`src/rtl/battery_level_filter_macros.svh`:
```
// assertion helpers for the battery level filter
`ifndef BATTERY_LEVEL_FILTER_MACROS_SVH
`define BATTERY_LEVEL_FILTER_MACROS_SVH

// condition holds at every clock edge out of reset
`define BLF_ASSERT_ALWAYS(label, cond, msg) \
    label: assert property (@(posedge i_clk) disable iff (!i_rst_n) (cond)) else $error(msg);

// consequent holds in the same cycle as the antecedent
`define BLF_ASSERT_IMP(label, ante, cons, msg) \
    label: assert property (@(posedge i_clk) disable iff (!i_rst_n) \
        (ante) |-> (cons)) else $error(msg);

// consequent holds in the cycle after the antecedent
`define BLF_ASSERT_NEXT(label, ante, cons, msg) \
    label: assert property (@(posedge i_clk) disable iff (!i_rst_n) \
        (ante) |=> (cons)) else $error(msg);

`endif

```
`src/rtl/blf_pkg.sv`:
```
package blf_pkg;

    localparam int MEDIAN_TAPS = 5;
    localparam int MEAN_TAPS   = 8;

    localparam int ADC_W = 12;
    localparam int PCT_W = 7;
    localparam int CFG_IDX_W = 2;

    localparam int MED_IW = (MEDIAN_TAPS > 1) ? $clog2(MEDIAN_TAPS) : 1;
    localparam int MED_CW = $clog2(MEDIAN_TAPS + 1);
    localparam int MEAN_IW = (MEAN_TAPS > 1) ? $clog2(MEAN_TAPS) : 1;
    localparam int MEAN_CW = $clog2(MEAN_TAPS + 1);
    localparam int SUM_W = PCT_W + $clog2(MEAN_TAPS);

    // shared divider geometry
    localparam int DIV_NUM_W = 12;
    localparam int DIV_DEN_W = 7;
    localparam int DIV_QUO_W = 7;
    localparam int DIV_SH_W  = DIV_DEN_W + DIV_QUO_W - 1;
    localparam int DIV_CNT_W = $clog2(DIV_QUO_W);

    localparam logic [PCT_W-1:0] PCT_MAX = PCT_W'(100);

    // converter breakpoints
    localparam logic [ADC_W-1:0] ADC_BP0 = ADC_W'(2951);
    localparam logic [ADC_W-1:0] ADC_BP1 = ADC_W'(3019);
    localparam logic [ADC_W-1:0] ADC_BP2 = ADC_W'(3037);
    localparam logic [ADC_W-1:0] ADC_BP3 = ADC_W'(3091);
    localparam logic [ADC_W-1:0] ADC_BP4 = ADC_W'(3124);
    localparam logic [ADC_W-1:0] ADC_BP5 = ADC_W'(3231);

    // register reset values and indexes
    localparam logic [PCT_W-1:0] RST_LOW_THR = PCT_W'(15);
    localparam logic [PCT_W-1:0] RST_CHG_STEP = PCT_W'(5);
    localparam logic [PCT_W-1:0] RST_DIS_STEP = PCT_W'(2);

    localparam logic [CFG_IDX_W-1:0] CFG_LOW_THR  = CFG_IDX_W'(0);
    localparam logic [CFG_IDX_W-1:0] CFG_CHG_STEP = CFG_IDX_W'(1);
    localparam logic [CFG_IDX_W-1:0] CFG_DIS_STEP = CFG_IDX_W'(2);

    typedef enum logic [3:0] {
        S_IDLE,
        S_MAP,
        S_DIV_RAW,
        S_INS,
        S_MED,
        S_MINS,
        S_SUM,
        S_MEAN_GO,
        S_DIV_MEAN,
        S_OUT
    } t_state;

    typedef struct packed {
        logic                 start;
        logic [DIV_NUM_W-1:0] num;
        logic [DIV_DEN_W-1:0] den;
    } t_div_req;

    typedef struct packed {
        logic                 done;
        logic [DIV_QUO_W-1:0] quo;
    } t_div_rsp;

    // lower breakpoint of a segment
    function automatic logic [ADC_W-1:0] seg_base(input logic [2:0] seg);
        logic [ADC_W-1:0] v;
        case (seg)
            3'd0: v = ADC_BP0;
            3'd1: v = ADC_BP1;
            3'd2: v = ADC_BP2;
            3'd3: v = ADC_BP3;
            3'd4: v = ADC_BP4;
            default: v = ADC_BP0;
        endcase
        return v;
    endfunction

    // width of a segment in converter counts
    function automatic logic [DIV_DEN_W-1:0] seg_span(input logic [2:0] seg);
        logic [DIV_DEN_W-1:0] v;
        case (seg)
            3'd0: v = DIV_DEN_W'(ADC_BP1 - ADC_BP0);
            3'd1: v = DIV_DEN_W'(ADC_BP2 - ADC_BP1);
            3'd2: v = DIV_DEN_W'(ADC_BP3 - ADC_BP2);
            3'd3: v = DIV_DEN_W'(ADC_BP4 - ADC_BP3);
            3'd4: v = DIV_DEN_W'(ADC_BP5 - ADC_BP4);
            default: v = DIV_DEN_W'(ADC_BP1 - ADC_BP0);
        endcase
        return v;
    endfunction

    // percentage at the lower breakpoint of a segment
    function automatic logic [PCT_W-1:0] seg_pct(input logic [2:0] seg);
        logic [PCT_W-1:0] v;
        case (seg)
            3'd0: v = PCT_W'(0);
            3'd1: v = PCT_W'(20);
            3'd2: v = PCT_W'(40);
            3'd3: v = PCT_W'(60);
            3'd4: v = PCT_W'(80);
            default: v = PCT_W'(0);
        endcase
        return v;
    endfunction

endpackage

```
`src/rtl/blf_div.sv`:
```
module blf_div (
    input  logic              i_clk,
    input  logic              i_rst_n,
    input  blf_pkg::t_div_req i_req,
    output blf_pkg::t_div_rsp o_rsp
);
    import blf_pkg::*;

    logic                 r_busy;
    logic                 r_done;
    logic [DIV_CNT_W-1:0] r_cnt;
    logic [DIV_NUM_W-1:0] r_rem;
    logic [DIV_SH_W-1:0]  r_dsh;
    logic [DIV_QUO_W-1:0] r_q;

    logic [DIV_SH_W-1:0]  rem_ext;
    logic                 fits;

    // one restoring step per cycle
    assign rem_ext = DIV_SH_W'(r_rem);
    assign fits    = (rem_ext >= r_dsh);

    always_ff @(posedge i_clk) begin
        if (!i_rst_n) begin
            r_busy <= 1'b0;
            r_done <= 1'b0;
            r_cnt  <= '0;
        end else begin
            r_done <= 1'b0;
            if (i_req.start) begin
                r_busy <= 1'b1;
                r_cnt  <= '0;
            end else if (r_busy) begin
                if (r_cnt == DIV_CNT_W'(DIV_QUO_W - 1)) begin
                    r_busy <= 1'b0;
                    r_done <= 1'b1;
                end
                r_cnt <= r_cnt + 1'b1;
            end
        end
    end

    always_ff @(posedge i_clk) begin
        if (i_req.start) begin
            r_rem <= i_req.num;
            r_dsh <= {i_req.den, {(DIV_QUO_W - 1){1'b0}}};
            r_q   <= '0;
        end else if (r_busy) begin
            if (fits) begin
                r_rem <= DIV_NUM_W'(rem_ext - r_dsh);
            end
            r_q   <= {r_q[DIV_QUO_W-2:0], fits};
            r_dsh <= r_dsh >> 1;
        end
    end

    assign o_rsp.done = r_done;
    assign o_rsp.quo  = r_q;

endmodule

```
`src/rtl/battery_level_filter.sv`:
```
// a result follows input acceptance through the segment map, a divider pass unless the
// level is clamped, the median rank scan, the mean sum, the mean divider pass and any
// wait for a result still stalled in the output register
// one transaction is processed at a time; the next one is taken while the registered
// result may still wait on a stalled output
// reset (synchronous, active low): windows empty, registers 15/5/2, first pending
module battery_level_filter (
    input  logic                          i_clk,
    input  logic                          i_rst_n,
    // input channel
    input  logic                          i_valid,
    output logic                          o_stall,
    input  logic [blf_pkg::ADC_W-1:0]     i_adc_level,
    input  logic                          i_charging,
    // output channel
    output logic                          o_valid,
    input  logic                          i_stall,
    output logic [blf_pkg::PCT_W-1:0]     o_display_pct,
    output logic [blf_pkg::PCT_W-1:0]     o_average_pct,
    output logic                          o_low_battery,
    output logic                          o_changed,
    // configuration writes
    input  logic                          i_cfg_we,
    input  logic [blf_pkg::CFG_IDX_W-1:0] i_cfg_idx,
    input  logic [blf_pkg::PCT_W-1:0]     i_cfg_data
);
    import blf_pkg::*;

    // sequencer
    t_state r_state, n_state;

    // configuration registers
    logic [PCT_W-1:0] r_low_thr, r_chg_step, r_dis_step;

    // captured transaction
    logic [ADC_W-1:0] r_adc;
    logic             r_chg;

    // mapping and median
    logic [PCT_W-1:0]  r_base;
    logic [PCT_W-1:0]  r_raw;
    logic [PCT_W-1:0]  r_med_win [MEDIAN_TAPS];
    logic [MED_IW-1:0] r_med_wpos;
    logic [MED_CW-1:0] r_med_fill;
    logic [MED_IW-1:0] r_i, r_j;
    logic [MED_CW-1:0] r_cnt_lt, r_cnt_le;
    logic [PCT_W-1:0]  r_med;

    // mean
    logic [PCT_W-1:0]   r_mean_win [MEAN_TAPS];
    logic [MEAN_IW-1:0] r_mean_wpos;
    logic [MEAN_CW-1:0] r_mean_fill;
    logic [MEAN_IW-1:0] r_idx;
    logic [SUM_W-1:0]   r_sum;
    logic [PCT_W-1:0]   r_filt;

    // display state
    logic             r_first;
    logic [PCT_W-1:0] r_shown;
    logic             r_last_chg;
    logic             r_last_low;

    // output register
    logic             r_out_valid;
    logic [PCT_W-1:0] r_out_disp;
    logic [PCT_W-1:0] r_out_filt;
    logic             r_out_low;
    logic             r_out_changed;

    // shared divider
    t_div_req div_req;
    t_div_rsp div_rsp;

    blf_div u_div (
        .i_clk   (i_clk),
        .i_rst_n (i_rst_n),
        .i_req   (div_req),
        .o_rsp   (div_rsp)
    );

    // ------------------------------------------------------------------
    // control decode
    // ------------------------------------------------------------------
    logic in_acc;
    logic out_free;
    logic map_lo, map_hi;
    logic [2:0] seg;
    logic [ADC_W-1:0] off;
    logic [DIV_NUM_W-1:0] off_x20;

    logic [PCT_W-1:0]  cand, ent;
    logic [MED_CW-1:0] cnt_lt_n, cnt_le_n, med_k;
    logic              med_row_end, med_hit;
    logic              sum_end;

    assign in_acc   = i_valid && !o_stall;
    assign out_free = !r_out_valid || !i_stall;

    // segment lookup over the breakpoint table
    assign map_lo = (r_adc <= ADC_BP0);
    assign map_hi = (r_adc >= ADC_BP5);

    always_comb begin
        seg = 3'd0;
        if (r_adc >= ADC_BP1) seg = 3'd1;
        if (r_adc >= ADC_BP2) seg = 3'd2;
        if (r_adc >= ADC_BP3) seg = 3'd3;
        if (r_adc >= ADC_BP4) seg = 3'd4;
    end

    // offset times the 20 point rise of every segment
    assign off     = r_adc - seg_base(seg);
    assign off_x20 = DIV_NUM_W'({off, 4'b0000}) + DIV_NUM_W'({off, 2'b00});

    // median by rank: candidate i against entry j, one compare per cycle
    assign cand        = r_med_win[r_i];
    assign ent         = r_med_win[r_j];
    assign cnt_lt_n    = r_cnt_lt + MED_CW'(ent < cand);
    assign cnt_le_n    = r_cnt_le + MED_CW'(ent <= cand);
    assign med_k       = r_med_fill >> 1;
    assign med_row_end = (MED_CW'(r_j) == r_med_fill - 1'b1);
    assign med_hit     = ((cnt_lt_n <= med_k) && (med_k < cnt_le_n))
                         || (MED_CW'(r_i) == r_med_fill - 1'b1);

    assign sum_end = (MEAN_CW'(r_idx) == r_mean_fill - 1'b1);

    // next state
    always_comb begin
        n_state = r_state;
        case (r_state)
            S_IDLE:     if (in_acc) n_state = S_MAP;
            S_MAP:      n_state = (map_lo || map_hi) ? S_INS : S_DIV_RAW;
            S_DIV_RAW:  if (div_rsp.done) n_state = S_INS;
            S_INS:      n_state = S_MED;
            S_MED:      if (med_row_end && med_hit) n_state = S_MINS;
            S_MINS:     n_state = S_SUM;
            S_SUM:      if (sum_end) n_state = S_MEAN_GO;
            S_MEAN_GO:  n_state = S_DIV_MEAN;
            S_DIV_MEAN: if (div_rsp.done) n_state = S_OUT;
            S_OUT:      if (out_free) n_state = S_IDLE;
            default:    n_state = S_IDLE;
        endcase
    end

    // state outputs: stall and divider requests
    always_comb begin
        o_stall       = 1'b1;
        div_req.start = 1'b0;
        div_req.num   = off_x20;
        div_req.den   = seg_span(seg);
        case (r_state)
            S_IDLE: o_stall = 1'b0;
            S_MAP:  div_req.start = !(map_lo || map_hi);
            S_MEAN_GO: begin
                div_req.start = 1'b1;
                div_req.num   = DIV_NUM_W'(r_sum);
                div_req.den   = DIV_DEN_W'(r_mean_fill);
            end
            default: o_stall = 1'b1;
        endcase
    end

    // ------------------------------------------------------------------
    // display step limits
    // ------------------------------------------------------------------
    logic [PCT_W:0]   shown8, filt8, cs8, up8;
    logic [PCT_W-1:0] target, drop;
    logic [PCT_W-1:0] disp;
    logic             low;
    logic             changed;

    always_comb begin
        shown8 = {1'b0, r_shown};
        filt8  = {1'b0, r_filt};
        cs8    = {1'b0, r_chg_step};
        up8    = shown8 + cs8;
        target = (r_filt < r_shown) ? r_filt : r_shown;
        drop   = r_shown - target;
        if (r_first) begin
            disp = r_filt;
        end else if (r_chg) begin
            if (filt8 > up8) begin
                // climbing while charging, limited and clamped to full
                disp = (up8 > {1'b0, PCT_MAX}) ? PCT_MAX : up8[PCT_W-1:0];
            end else if ((filt8 + cs8) < shown8) begin
                disp = r_shown - r_chg_step;
            end else begin
                disp = r_filt;
            end
        end else begin
            // discharging never rises
            disp = (drop > r_dis_step) ? (r_shown - r_dis_step) : target;
        end
        low     = (disp <= r_low_thr) && !r_chg;
        changed = (disp != r_shown) || (r_chg != r_last_chg) || (low != r_last_low);
    end

    // ------------------------------------------------------------------
    // control registers
    // ------------------------------------------------------------------
    always_ff @(posedge i_clk) begin
        if (!i_rst_n) begin
            r_state     <= S_IDLE;
            r_low_thr   <= RST_LOW_THR;
            r_chg_step  <= RST_CHG_STEP;
            r_dis_step  <= RST_DIS_STEP;
            r_med_wpos  <= '0;
            r_med_fill  <= '0;
            r_mean_wpos <= '0;
            r_mean_fill <= '0;
            r_first     <= 1'b1;
            r_shown     <= '0;
            r_last_chg  <= 1'b0;
            r_last_low  <= 1'b0;
            r_out_valid <= 1'b0;
        end else begin
            r_state <= n_state;

            if (i_cfg_we) begin
                case (i_cfg_idx)
                    CFG_LOW_THR:  r_low_thr  <= i_cfg_data;
                    CFG_CHG_STEP: r_chg_step <= i_cfg_data;
                    CFG_DIS_STEP: r_dis_step <= i_cfg_data;
                    default:      ;
                endcase
            end

            if (r_state == S_INS) begin
                r_med_wpos <= (r_med_wpos == MED_IW'(MEDIAN_TAPS - 1))
                              ? '0 : r_med_wpos + 1'b1;
                if (r_med_fill != MED_CW'(MEDIAN_TAPS)) r_med_fill <= r_med_fill + 1'b1;
            end

            if (r_state == S_MINS) begin
                r_mean_wpos <= (r_mean_wpos == MEAN_IW'(MEAN_TAPS - 1))
                               ? '0 : r_mean_wpos + 1'b1;
                if (r_mean_fill != MEAN_CW'(MEAN_TAPS)) r_mean_fill <= r_mean_fill + 1'b1;
            end

            if ((r_state == S_OUT) && out_free) begin
                r_out_valid <= 1'b1;
                r_first     <= 1'b0;
                r_shown     <= disp;
                r_last_chg  <= r_chg;
                r_last_low  <= low;
            end else if (r_out_valid && !i_stall) begin
                // output register drains on a completed output transaction
                r_out_valid <= 1'b0;
            end
        end
    end

    // ------------------------------------------------------------------
    // datapath registers
    // ------------------------------------------------------------------
    always_ff @(posedge i_clk) begin
        case (r_state)
            S_IDLE: begin
                if (in_acc) begin
                    r_adc <= i_adc_level;
                    r_chg <= i_charging;
                end
            end
            S_MAP: begin
                r_base <= seg_pct(seg);
                if (map_lo) r_raw <= '0;
                if (map_hi) r_raw <= PCT_MAX;
            end
            S_DIV_RAW: begin
                if (div_rsp.done) r_raw <= r_base + div_rsp.quo;
            end
            S_INS: begin
                r_med_win[r_med_wpos] <= r_raw;
                r_i      <= '0;
                r_j      <= '0;
                r_cnt_lt <= '0;
                r_cnt_le <= '0;
            end
            S_MED: begin
                if (med_row_end) begin
                    if (med_hit) r_med <= cand;
                    r_i      <= r_i + 1'b1;
                    r_j      <= '0;
                    r_cnt_lt <= '0;
                    r_cnt_le <= '0;
                end else begin
                    r_j      <= r_j + 1'b1;
                    r_cnt_lt <= cnt_lt_n;
                    r_cnt_le <= cnt_le_n;
                end
            end
            S_MINS: begin
                r_mean_win[r_mean_wpos] <= r_med;
                r_idx <= '0;
                r_sum <= '0;
            end
            S_SUM: begin
                r_sum <= r_sum + SUM_W'(r_mean_win[r_idx]);
                r_idx <= r_idx + 1'b1;
            end
            S_DIV_MEAN: begin
                if (div_rsp.done) r_filt <= div_rsp.quo;
            end
            S_OUT: begin
                if (out_free) begin
                    r_out_disp    <= disp;
                    r_out_filt    <= r_filt;
                    r_out_low     <= low;
                    r_out_changed <= changed;
                end
            end
            default: ;
        endcase
    end

    assign o_valid        = r_out_valid;
    assign o_display_pct  = r_out_disp;
    assign o_average_pct  = r_out_filt;
    assign o_low_battery  = r_out_low;
    assign o_changed      = r_out_changed;

    // ------------------------------------------------------------------
    // assertions
    // ------------------------------------------------------------------
    logic div_wait;
    logic fill_ok;
    logic pct_ok;

    // divider results only land while the sequencer waits on them
    assign div_wait = (r_state == S_DIV_RAW) || (r_state == S_DIV_MEAN);
    assign fill_ok  = (r_med_fill <= MED_CW'(MEDIAN_TAPS))
                      && (r_mean_fill <= MEAN_CW'(MEAN_TAPS));
    assign pct_ok   = (o_display_pct <= PCT_MAX) && (o_average_pct <= PCT_MAX);

`include "battery_level_filter_macros.svh"

    `BLF_ASSERT_NEXT(a_accept_maps, in_acc, r_state == S_MAP, "accept did not start mapping")
    `BLF_ASSERT_IMP(a_div_done_waited, div_rsp.done, div_wait, "divider done outside a wait")
    `BLF_ASSERT_ALWAYS(a_fill_bounds, fill_ok, "window fill out of range")
    `BLF_ASSERT_IMP(a_pct_range, o_valid, pct_ok, "result percentage above full")

endmodule
```
`config.mk`:
```
export PLATFORM = sky130hd
export DESIGN_NAME = battery_level_filter
export DESIGN_NICKNAME = d
export VERILOG_FILES = /design/src/rtl/blf_pkg.sv /design/src/rtl/blf_div.sv /design/src/rtl/battery_level_filter.sv
export VERILOG_INCLUDE_DIRS = /design/src /design/src/rtl
export SDC_FILE = /design/constraint.sdc
export NUM_CORES = 1
export LEC_CHECK = 0
export BUFFER_PORTS_ARGS = -buffer_cell sky130_fd_sc_hd__buf_2
export CAP_MARGIN = 10
export CORE_MARGIN = 4
export CORE_UTILIZATION = 63
export DETAILED_ROUTE_END_ITERATION = 10
export PLACE_DENSITY = 0.79
export SLEW_MARGIN = 20
export SYNTH_ARGS = -nofsm -noshare
export SYNTH_HDL_FRONTEND = slang
export SYNTH_SLANG_ARGS = --single-unit
```
`constraint.sdc`:
```
create_clock -name i_clk -period 9.1 [get_ports i_clk]
set_clock_uncertainty 0.2 [all_clocks]
set_input_delay 0.91 -clock i_clk [delete_from_list [all_inputs] [get_ports i_clk]]
set_output_delay 0.91 -clock i_clk [all_outputs]
set_load 0.1 [all_outputs]
```
==> metrics.md <==
| Metric | Value |
|---|---|
| Status | `finished, final reports clean` |
| Achievable Freq | `122.8 MHz` |
| Site Rows | `57` |
| Post-CTS Setup Bufs | `0` |
| Initial Util | `0.6404` |
| First-pass GRT wire length | `57.37 mm` |
| Commonest non-fill, non-tap cells in the layout | `edfxtp_1, ha_1, inv_1` |
| Actual slew at the worst max-slew pin | `about 1.1 ns` |
| I/O Pins | `45` |
| Worst Setup SP | `r_shown[5]` |
| Top FF cell, synth | `edfxtp_1` |
| Yosys cell types | `a little over 80` |
| Reg power frac | `0.389` |
| DIE HEIGHT | `165.0 µm` |
| Share of cells above drive strength 1 | `0.1105` |
| Setup crit start kind | `register` |
| Comb pwr share | `0.336` |
| FF/Latch Area | `0.007197 mm²` |
| MaxCap Viol Count | `0` |
| Max-slew violation count | `0` |
| Async set or reset register ratio after synthesis | `0` |
| DIE WIDTH | `~160 µm` |
| Worst reg2reg setup slack | `between 0.9 and 1 ns` |
| Sw Pwr | `approximately 0.0014 W` |
| Clock power share | `0.275` |
| TritonCTS clock tree | `done` |
| Gr usage total | `0.2688` |
| Vias per cell | `a little over 6` |
| FF+latch count, synth | `around 270` |
| Largest net degree at the start of global routing | `52` |
| R2R Path Start | `r_shown[5]` |
| Headroom to the max-slew limit | `0.2802` |
| Worst-Skew Late Latency | `approximately 0.55 ns` |
| Drt first-iter violations | `~900` |
| Footprint of the multi-input gates | `~0.0078 mm²` |
| Htree depth | `1` |
| Clock-pin slew on the worst setup and hold paths | `around 0.060 ns` |
| Die area | `between 0.02 and 0.03 mm²` |
| Placed insts | `between 1500 and 2000` |
| CP Data Arrival Time | `roughly 8 ns` |
| Critical Path RT | `between 9 and 10 ns` |
| GP Congestion | `between 0.9 and 1` |
| Minimum clock period | `8.145 ns` |
| Commonest non-fill, non-tap cell in the layout | `edfxtp_1` |
| CTS resizes | `0` |
| Final net count | `1625` |
| Worst r2r path cells | `31` |
| CP endpoint | `o_changed` |
| Final WL | `36.21 mm` |
| PwrDens | `about 250 mW/mm²` |
| Initial antenna violation count | `2` |
| Post-synth EDFFs | `roughly 190` |
| TritonCTS Buffers | `28` |
| Clock Path Buffers | `3` |
| Hold Path Class | `register to register` |
| Routed wire length per instance | `roughly 20 µm` |
| Cell taking the most area after synthesis | `edfxtp_1` |
| Post-synthesis sequential area ratio | `0.4635` |
| Finished Layout Cells | `1800` |
| Final setup viols | `0` |
| Ranking of synthesized cells by area | `edfxtp_1, ha_1, dfxtp_1` |
| Post-Synthesis Cells | `between 1000 and 1500` |
| RSZ-0062 raised after global routing | `no` |
| Final Hold Vio Count | `0` |
| Int Pwr | `0.002748 W` |
| Final Total Pwr | `between 0.004 and 0.005 W` |
| Worst path slowest cell | `o31ai_2` |
| Clk root buf | `clkbuf_16` |
| Synthesized Nets | `1588` |
| TNS Setup | `0 ns` |
| GR Overflow Total | `0` |
| Hold Buf Count CTS | `0` |
| # fillers | `around 1800` |
| WS Path Type | `register to register` |
| Pre-CTS WS | `between 1 and 1.5 ns` |
| Yosys warns | `0` |
| Peak supply drop | `about 0.35 mV` |
| Vias in the first global route | `10960` |
| Most used cell, CP | `ha_1` |
| CP Capture Type | `register` |
| RR Endpoint | `o_changed` |
| Drt drc | `0` |
| # clock sinks | `around 270` |
| Top cell type's share of synthesized area | `0.3655` |
| HP Start | `r_low_thr[0]` |
| Sw frac | `0.3401` |
| Core ar. | `roughly 0.024 mm²` |
| Syn_area_per_cell | `approximately 11 µm²` |
| Crit-path max FO | `13` |
| Port bufs | `between 40 and 50` |
| Post-DP HPWL | `~27 mm` |
| Fin crit share | `0.8951` |
| Final WS setup | `~0.95 ns` |
| Drt first pass iters | `5` |
| Area grow syn2layout | `9.476%` |
| Mapped Area | `0.01553 mm²` |
| Vias | `about 11000` |
| CP peak stage delay | `just under 0.7 ns` |
| Leak | `~6.7 nW` |
| Final ANT Viol Nets | `0` |
## power groups by stage
stage	Clock (W)	Combinational, W	Sequential, W
3_5_place_dp	0	0.00137	0.00164
3_3_place_gp	0	0.00132	0.00164
6_report	0.00114	0.00140	0.00162
2_1_floorplan	0	0.00112	0.00154
4_1_cts	0.00116	0.00139	0.00162
5_1_grt	0.00121	0.00156	0.00164
## metal layers
metal	vias up	wire length [µm]	track usage
met2	368	17240	0.4350
li1	5278	-	-
met1	5378	15130	0.3588
met4	4	1370	0.1089
met5	-	29	0
met3	86	2444	0.05091
## worst max-delay path: cells and delay by family (launching register included)
kind / cells / cell delay, ns
xor gates and xnor gates: 1 / 0.16
adders and majority gates: 5 / 1.60
and+or+nand+nor: 9 / 1.55
buffers and inverters: 2 / 0.28
AOI/OAI and AO/OA: 14 / 3.50
DFF: 1 / 0.56
## synthesized netlist by cell type (18+ instances only)
cell	instances
nand2_1	83
inv_1	111
xnor2_1	58
a21o_1	27
mux2i_1	36
mux4_2	28
nor3_1	31
nor2b_1	42
dfxtp_1	76
clkbuf_1	37
o21ai_0	59
nor2_1	107
ha_1	133
xor2_1	18
nand2b_1	24
nand3_1	25
edfxtp_1	189
a21oi_1	75
## metrics by stage
| step | area, µm² | utilization | hold WS (ns) |
|---|---|---|---|
| final | 17000 | 0.7010 | 0.3021 |
| after global routing | 17000 | 0.7009 | 0.3149 |
| after CTS | 17000 | 0.7009 | 0.3073 |
| after detailed placement | 16060 | 0.6623 | 0.2918 |
| after global placement | 16060 | 0.6623 | 0.2892 |
| after floorplan | 15530 | - | 0.2429 |
## flip-flops by register name (all words and copies together), names as in the netlist, 4 cells and up, named ones only
signal         cells
r_filt             7
r_med              7
r_base             4
r_shown            7
r_adc             12
o_average_pct      7
r_sum             10
o_display_pct      7
r_dis_step         7
r_mean_win        56
r_state            4
u_div.r_rem       12
r_med_win         35
r_low_thr          7
u_div.r_q          7
r_chg_step         7
r_mean_fill        4
r_raw              7
u_div.r_dsh       13
## cell families after synthesis
| family | Yosys count | synth area share |
|---|---|---|
| simple gates | 398 | 0.1295 |
| flops | 265 | 0.4635 |
| buf+inv | 158 | 0.03836 |
| fa+ha+maj | 143 | 0.1201 |
| mux | 80 | 0.07542 |
| xor+xnor | 76 | 0.04287 |
| compound gates | 298 | 0.1303 |
## worst min-delay path by stage
stage	to	slack [ns]	cells past startpoint
final	r_low_thr[0]	0.30	2
after global routing	r_adc[11]	0.31	1
after CTS	r_low_thr[0]	0.31	2
after detailed placement	r_low_thr[0]	0.29	2
after global placement	r_last_low	0.29	2
after floorplan	r_filt[1]	0.24	0
## area by class of cell
| class | instances | share of cell area |
|---|---|---|
| timing repair buffer | 52 | 0.01649 |
| multi-input combinational | 995 | 0.4561 |
| clock inverter | 14 | 0.01023 |
| inverter | 113 | 0.02495 |
| antenna | 1 | 0.0001472 |
| tap | 324 | 0.02385 |
| sequential | 265 | 0.4234 |
| clock buffer | 36 | 0.04483 |
Note: power is estimated with default switching activity, not from simulation.
